`src/rtl/rwmf_pkg.sv`:
```
// Package for the RGBA window median filter.
// Holds the transfer payload types, the register indexes and the controller interface.
// Depends on nothing.
package rwmf_pkg;

  localparam int unsigned RadiusWidth = 3;
  localparam int unsigned FwWidth = 11;
  localparam int unsigned FhWidth = 13;
  localparam int unsigned RowWidth = 13;
  localparam int unsigned HeightLimit = 4096;
  localparam int unsigned CfgIdxWidth = 2;
  localparam int unsigned CfgDataWidth = 13;
  localparam int unsigned NumChan = 4;

  localparam logic [CfgIdxWidth-1:0] RegWindowRadius = 2'd0;
  localparam logic [CfgIdxWidth-1:0] RegFrameWidth = 2'd1;
  localparam logic [CfgIdxWidth-1:0] RegFrameHeight = 2'd2;

  localparam logic FuncPush = 1'b0;
  localparam logic FuncDrain = 1'b1;

  typedef struct packed {
    logic       func;
    logic [7:0] chan0;
    logic [7:0] chan1;
    logic [7:0] chan2;
    logic [7:0] chan3;
  } in_t;

  typedef struct packed {
    logic [7:0] med0;
    logic [7:0] med1;
    logic [7:0] med2;
    logic [7:0] med3;
    logic       frame_end;
  } out_t;

  typedef struct packed {
    logic push;
    logic setup;
    logic scan;
    logic resolve;
    logic emit;
  } cmd_t;

  typedef struct packed {
    logic win_ready;
    logic scan_last;
    logic bit_zero;
    logic out_free;
  } sts_t;

endpackage

```
`src/rtl/rwmf_ctrl.sv`:
```
// Controller of the RGBA window median filter: sequences push, window scans and output.
// Depends on rwmf_pkg.
module rwmf_ctrl (
  input  logic           clk_i,
  input  logic           rst_ni,
  input  logic           in_valid_i,
  input  logic           in_func_i,
  output logic           in_ready_o,
  input  rwmf_pkg::sts_t sts_i,
  output rwmf_pkg::cmd_t cmd_o
);

  typedef enum logic [2:0] {
    StIdle, StCheck, StScan, StDrain, StResolve, StEmit
  } state_e;

  state_e state_q, state_d;

  assign in_ready_o = (state_q == StIdle);

  always_comb begin
    state_d = state_q;
    cmd_o = '0;
    case (state_q)
      StIdle: begin
        if (in_valid_i) begin
          cmd_o.push = (in_func_i == rwmf_pkg::FuncPush);
          state_d = StCheck;
        end
      end
      StCheck: begin
        if (sts_i.win_ready) begin
          cmd_o.setup = 1'b1;
          state_d = StScan;
        end else begin
          state_d = StIdle;
        end
      end
      StScan: begin
        cmd_o.scan = 1'b1;
        if (sts_i.scan_last) begin
          state_d = StDrain;
        end
      end
      StDrain: begin
        state_d = StResolve;
      end
      StResolve: begin
        cmd_o.resolve = 1'b1;
        state_d = sts_i.bit_zero ? StEmit : StScan;
      end
      StEmit: begin
        if (sts_i.out_free) begin
          cmd_o.emit = 1'b1;
          state_d = StIdle;
        end
      end
      default: state_d = StIdle;
    endcase
  end

  always_ff @(posedge clk_i or negedge rst_ni) begin
    if (!rst_ni) begin
      state_q <= StIdle;
    end else begin
      state_q <= state_d;
    end
  end

endmodule

```
`config.mk`:
```
export PLATFORM = sky130hd
export DESIGN_NAME = rwmf_ctrl
export DESIGN_NICKNAME = d
export VERILOG_FILES = /design/src/rtl/rwmf_pkg.sv /design/src/rtl/rwmf_ctrl.sv
export SDC_FILE = /design/constraint.sdc
export NUM_CORES = 1
export LEC_CHECK = 0
export ABC_AREA = 1
export BUFFER_PORTS_ARGS = -buffer_cell sky130_fd_sc_hd__buf_4
export CAP_MARGIN = 25
export CORE_AREA = 2 2 39 41
export CTS_CLUSTER_SIZE = 24
export DETAILED_ROUTE_END_ITERATION = 16
export DIE_AREA = 0 0 41 43
export PLACE_DENSITY = 0.37
export SLEW_MARGIN = 30
export SYNTH_ARGS = -nofsm -noshare
export SYNTH_HDL_FRONTEND = slang
export SYNTH_SLANG_ARGS = --single-unit
```
`constraint.sdc`:
```
create_clock -name clk_i -period 1 [get_ports clk_i]
set_input_delay 0.25 -clock clk_i [delete_from_list [all_inputs] [get_ports clk_i]]
set_output_delay 0.25 -clock clk_i [all_outputs]
set_load 0.05 [all_outputs]
```
# Yosys cells after proc, flatten, opt, wreduce, memory -nomap -nowiden
# Index checks and enable logic that the tools add are counted.
# totals
regBits	3
in_bits	8
output_inout_bits	6
wordCells	26
# classes
n_eq_ne	8
muxes	14
bitwise_logic	1
n_reduce_logical	2
# ops
cell	count
3-bit one-hot mux with 6 select lines	1
3-bit two-way mux	4
1-bit two-way mux	8
3-bit by 2-bit == test with 1-bit output, second input constant	2
3-bit == test, second input constant	2
2-bit inequality test, second input constant	3
3-bit by 1-bit == test with 1-bit output, second input constant	1
3-bit zero test	1
3-bit AND reduction	1
2-bit two-way mux	1
1-bit NOT	1

# Longest topological paths before layout
# logic_depth
depth_word	3
depth_mapped	6
mapped_depth_nobuf	6

# Least setup slack after synthesis
# No wires, ideal clock.
# synth_timing
kind	register to output
startpoint	register state_q[2]
endpoint	output cmd_o[0] (netlist bit)
t_arrival_ns	2.026
t_required_ns	0.750
slack_ns	-1.276
stages_incl_launch_ff	3
path_buffers	0
path_cell_list	dfrtp_1 > inv_1 > nor4_1
# synth_rtl
item	line	text
start: declaration	rwmf_ctrl.sv:17	state_e state_q, state_d;
start signal: assignment	rwmf_ctrl.sv:64	state_q <= StIdle;
start signal: assignment	rwmf_ctrl.sv:66	state_q <= state_d;
end: declaration	rwmf_ctrl.sv:10	output rwmf_pkg::cmd_t cmd_o

==> qor.yml <==
met2_wirelength_um: 415
ys_seq_area_share_pct: 33.9
setup_viol_count_final: 9
wl_met3_um: 33
highest-signal-layer: "met3"
grt_overflow_total: 0
maxSlewViolCount: 0
drt_first_iter_violations: 0
worst_slew_pin_slew_ps: 206
power_share_of_the_clock_group_pct: 10.9
fp.dieH_um: 43
antennaDiodeCount: 0
synthCells: 33
cts_max_level: 1
synth_top_area_share_pct: 33.9
tritoncts.num_buffers: 3
groute.usage.overall_pct: 10.7
synth-warning-count: 0
cts_max_path_buffers: 2
layout_setup_ws_ps: -472
vias_after_detailed_routing: 304
clock-skew-final_ps: 2.66
setup_total_neg_slack_ps: -2840
grt_antenna_before_repair: 0
rr_startpoint: "state_q[1]$_DFFE_PN0P_"
netlist_area_um2: 221
clk_pin_slew_ps: 40
post-synth-top-area-cell: "sky130_fd_sc_hd__dfrtp_1"
biggestRegsByFlops: "state_q: 3 flops"
pre_cts_slack_ps: -316
crit_required_ps: 750
die_w_um: 41
critical_path.cell_chain: "buf_4, nor3_4, buf_6"
power.share.switching_pct: 50.2
finish.net_count: 71
finish.cell_count_without_fillers: 78
drt_pre_antenna_iters: 1
synth-seq-cells: 3
rsz0062_at_grt: "true"
crit_fanout: 4
synthesis_to_layout_area_growth_pct: 150
grt_max_degree: 5
route.antenna.remaining_nets: 0
critPathArrivalTime_ps: 1220
max_cap_viol_count: 0
syn-mean-instance-area_um2: 6.71
period_share_pct: 147
power.ir.vdd_worst_mv: 1.24
die_area_um2: 1760
cts_root_buffer_type: "sky130_fd_sc_hd__clkbuf_4"
wirelength_met1_um: 311
critical_path_source_type: "flop"
first_global_vias: 349
seqPwrFrac_pct: 15.7
insertion_delay_ps: 230
power.share.combinational_pct: 73.4
net-switching-power_uw: 958
num_io_pins: 14
initial_core_util_pct: 16.0
criticalPathCategory: "reg2out"
dp_hpwl_um: 604
intPower_uw: 951
netlist-cell-type-count: 14
violations: "negative setup slack"
critical_path.endpoint_type: "output pin"
port_buffers: 13
grt_first_pass_wirelength_um: 1260
gpl.final_weighted_congestion: 0.808
routed_via_density: 3.90
master_of_the_slowest_instance_on_the_critical_path: "sky130_fd_sc_hd__dfrtp_2"
placement_rows: 14
largest-register: "state_q"
critical_path.startpoint: "state_q[1]$_DFFE_PN0P_"
yosys-top-cells-area: "sky130_fd_sc_hd__dfrtp_1 (34%), sky130_fd_sc_hd__inv_1 (12%), sky130_fd_sc_hd__nand2_1 (10%)"
leakage_power_of_the_design_uw: 0.000274
numClockSinks: 3
largest_reg_flops: 3
totalWireLength_um: 761
final.min_clock_period_ps: 1470
place.detailed.instances: 71
core_area_um2: 1380
layout-drive-gt1-share_pct: 77.4
hold_start: "sts_i[1]"
maxSlewHeadroom_pct: 86.1
max_clock_freq_mhz: 679
holdCritPathClass: "in2reg"
tritoncts_clock_tree: "done"
power_density_nw_per_um2: 3450
cp_peak_stage_delay_ps: 450
hold_violations: 0
post_drt_wl_per_cell_um: 9.76
residual_drc: 0
post_synthesis_net_count: 41
run_status: "complete, but fails checks"
==> synthesized netlist by cell type <==
cell type,count
sky130_fd_sc_hd__dfrtp_1,3
sky130_fd_sc_hd__inv_1,7
sky130_fd_sc_hd__inv_2,3
sky130_fd_sc_hd__nand2_1,6
sky130_fd_sc_hd__nand3_1,3
sky130_fd_sc_hd__nand4_1,1
sky130_fd_sc_hd__nor2_1,1
sky130_fd_sc_hd__nor2_2,3
sky130_fd_sc_hd__nor3_1,1
sky130_fd_sc_hd__nor3_2,1
sky130_fd_sc_hd__nor4_1,1
sky130_fd_sc_hd__o211ai_1,1
sky130_fd_sc_hd__o21ai_1,1
sky130_fd_sc_hd__o21ai_2,1
==> cell usage in the layout, fill, tap and decap left out <==
| cell type | count |
|---|---|
| sky130_fd_sc_hd__o211ai_1 | 1 |
| sky130_fd_sc_hd__clkbuf_1 | 1 |
| sky130_fd_sc_hd__nor2_4 | 1 |
| sky130_fd_sc_hd__nor3_4 | 2 |
| sky130_fd_sc_hd__dfrtp_2 | 2 |
| sky130_fd_sc_hd__nand3_1 | 2 |
| sky130_fd_sc_hd__buf_6 | 8 |
| sky130_fd_sc_hd__buf_4 | 16 |
| sky130_fd_sc_hd__o21ai_2 | 2 |
| sky130_fd_sc_hd__nand3_2 | 1 |
| sky130_fd_sc_hd__inv_1 | 5 |
| sky130_fd_sc_hd__clkinvlp_4 | 1 |
| sky130_fd_sc_hd__inv_2 | 4 |
| sky130_fd_sc_hd__nor2_2 | 3 |
| sky130_fd_sc_hd__clkbuf_4 | 3 |
| sky130_fd_sc_hd__nand4_1 | 1 |
| sky130_fd_sc_hd__nand2_1 | 2 |
| sky130_fd_sc_hd__dlygate4sd3_1 | 1 |
| sky130_fd_sc_hd__nand2_2 | 4 |
| sky130_fd_sc_hd__dfrtp_1 | 1 |
| sky130_fd_sc_hd__nor4_4 | 1 |
==> cell families (layout without fill, tap and decap cells) <==
| kind of cell | Yosys count | after routing | share of synthesized area, % |
|---|---|---|---|
| simple gates | 17 | 17 | 39.5 |
| flops | 3 | 3 | 33.9 |
| buf+inv | 10 | 39 | 17.0 |
| compound gates | 3 | 3 | 9.60 |
==> worst max-delay path, delay by kind of cell (launching register included) <==
kind | cells | cell delay (ps)
AND/OR/NAND/NOR | 1 | 200
buffers and inverters | 2 | 340
flip-flops | 1 | 450
==> power by group through the flow <==
stage	clock (uW)	sequential (uW)	combinational [uW]
2_1_floorplan	0	288	748
3_3_place_gp	0	290	1180
3_5_place_dp	0	296	1190
4_1_cts	219	301	1330
5_1_grt	222	306	1500
6_report	208	300	1400
==> worst paths after layout <==
kind	endpoint	slack, ps	cells after the start
max	cmd_o[3]	-470	3
min	state_q[1]$_DFFE_PN0P_	200	2
max reg2reg	state_q[1]$_DFFE_PN0P_	-100	5
min reg2reg	state_q[0]$_DFFE_PN0P_	680	2
max in group asynchronous	state_q[0]$_DFFE_PN0P_	550	2
min in group asynchronous	state_q[1]$_DFFE_PN0P_	340	2
==> what timing repair did <==
item,in CTS,in global routing
buffers inserted,2,1
endpoints found under the setup margin,9,9
pin swaps,4,5
hold buffers,1,0
endpoints found under the hold margin,3,0
gates cloned,0,0
resized for setup,8,6
==> per-stage QoR <==
step / hold WS (ps) / util, % / instance area [um2] / power, uW
after floorplan: -45.6 / - / 269 / 1040
after global placement: 39.4 / 32.8 / 454 / 1470
after detailed placement: 40.5 / 32.8 / 454 / 1480
after CTS: 194 / 38.4 / 532 / 1850
after global routing: 200 / 40.0 / 553 / 2030
final: 200 / 40.0 / 553 / 1910
==> metal layers <==
metal | track usage [%] | vias to the layer above
li1 | - | 162
met1 | 12.3 | 136
met2 | 16.6 | 6
met3 | 3.14 | 0
met4 | 6.00 | 0
met5 | 0 | -
==> layout make-up <==
type,instances,area [um2]
Sequential cell,3,77.6
Multi-Input combinational cell,20,168
Fill cell,150,831
Clock buffer,4,26.3
Tap cell,16,20.0
Inverter,10,41.3
Timing Repair Buffer,25,220
Power figures use the tool's default switching activity.
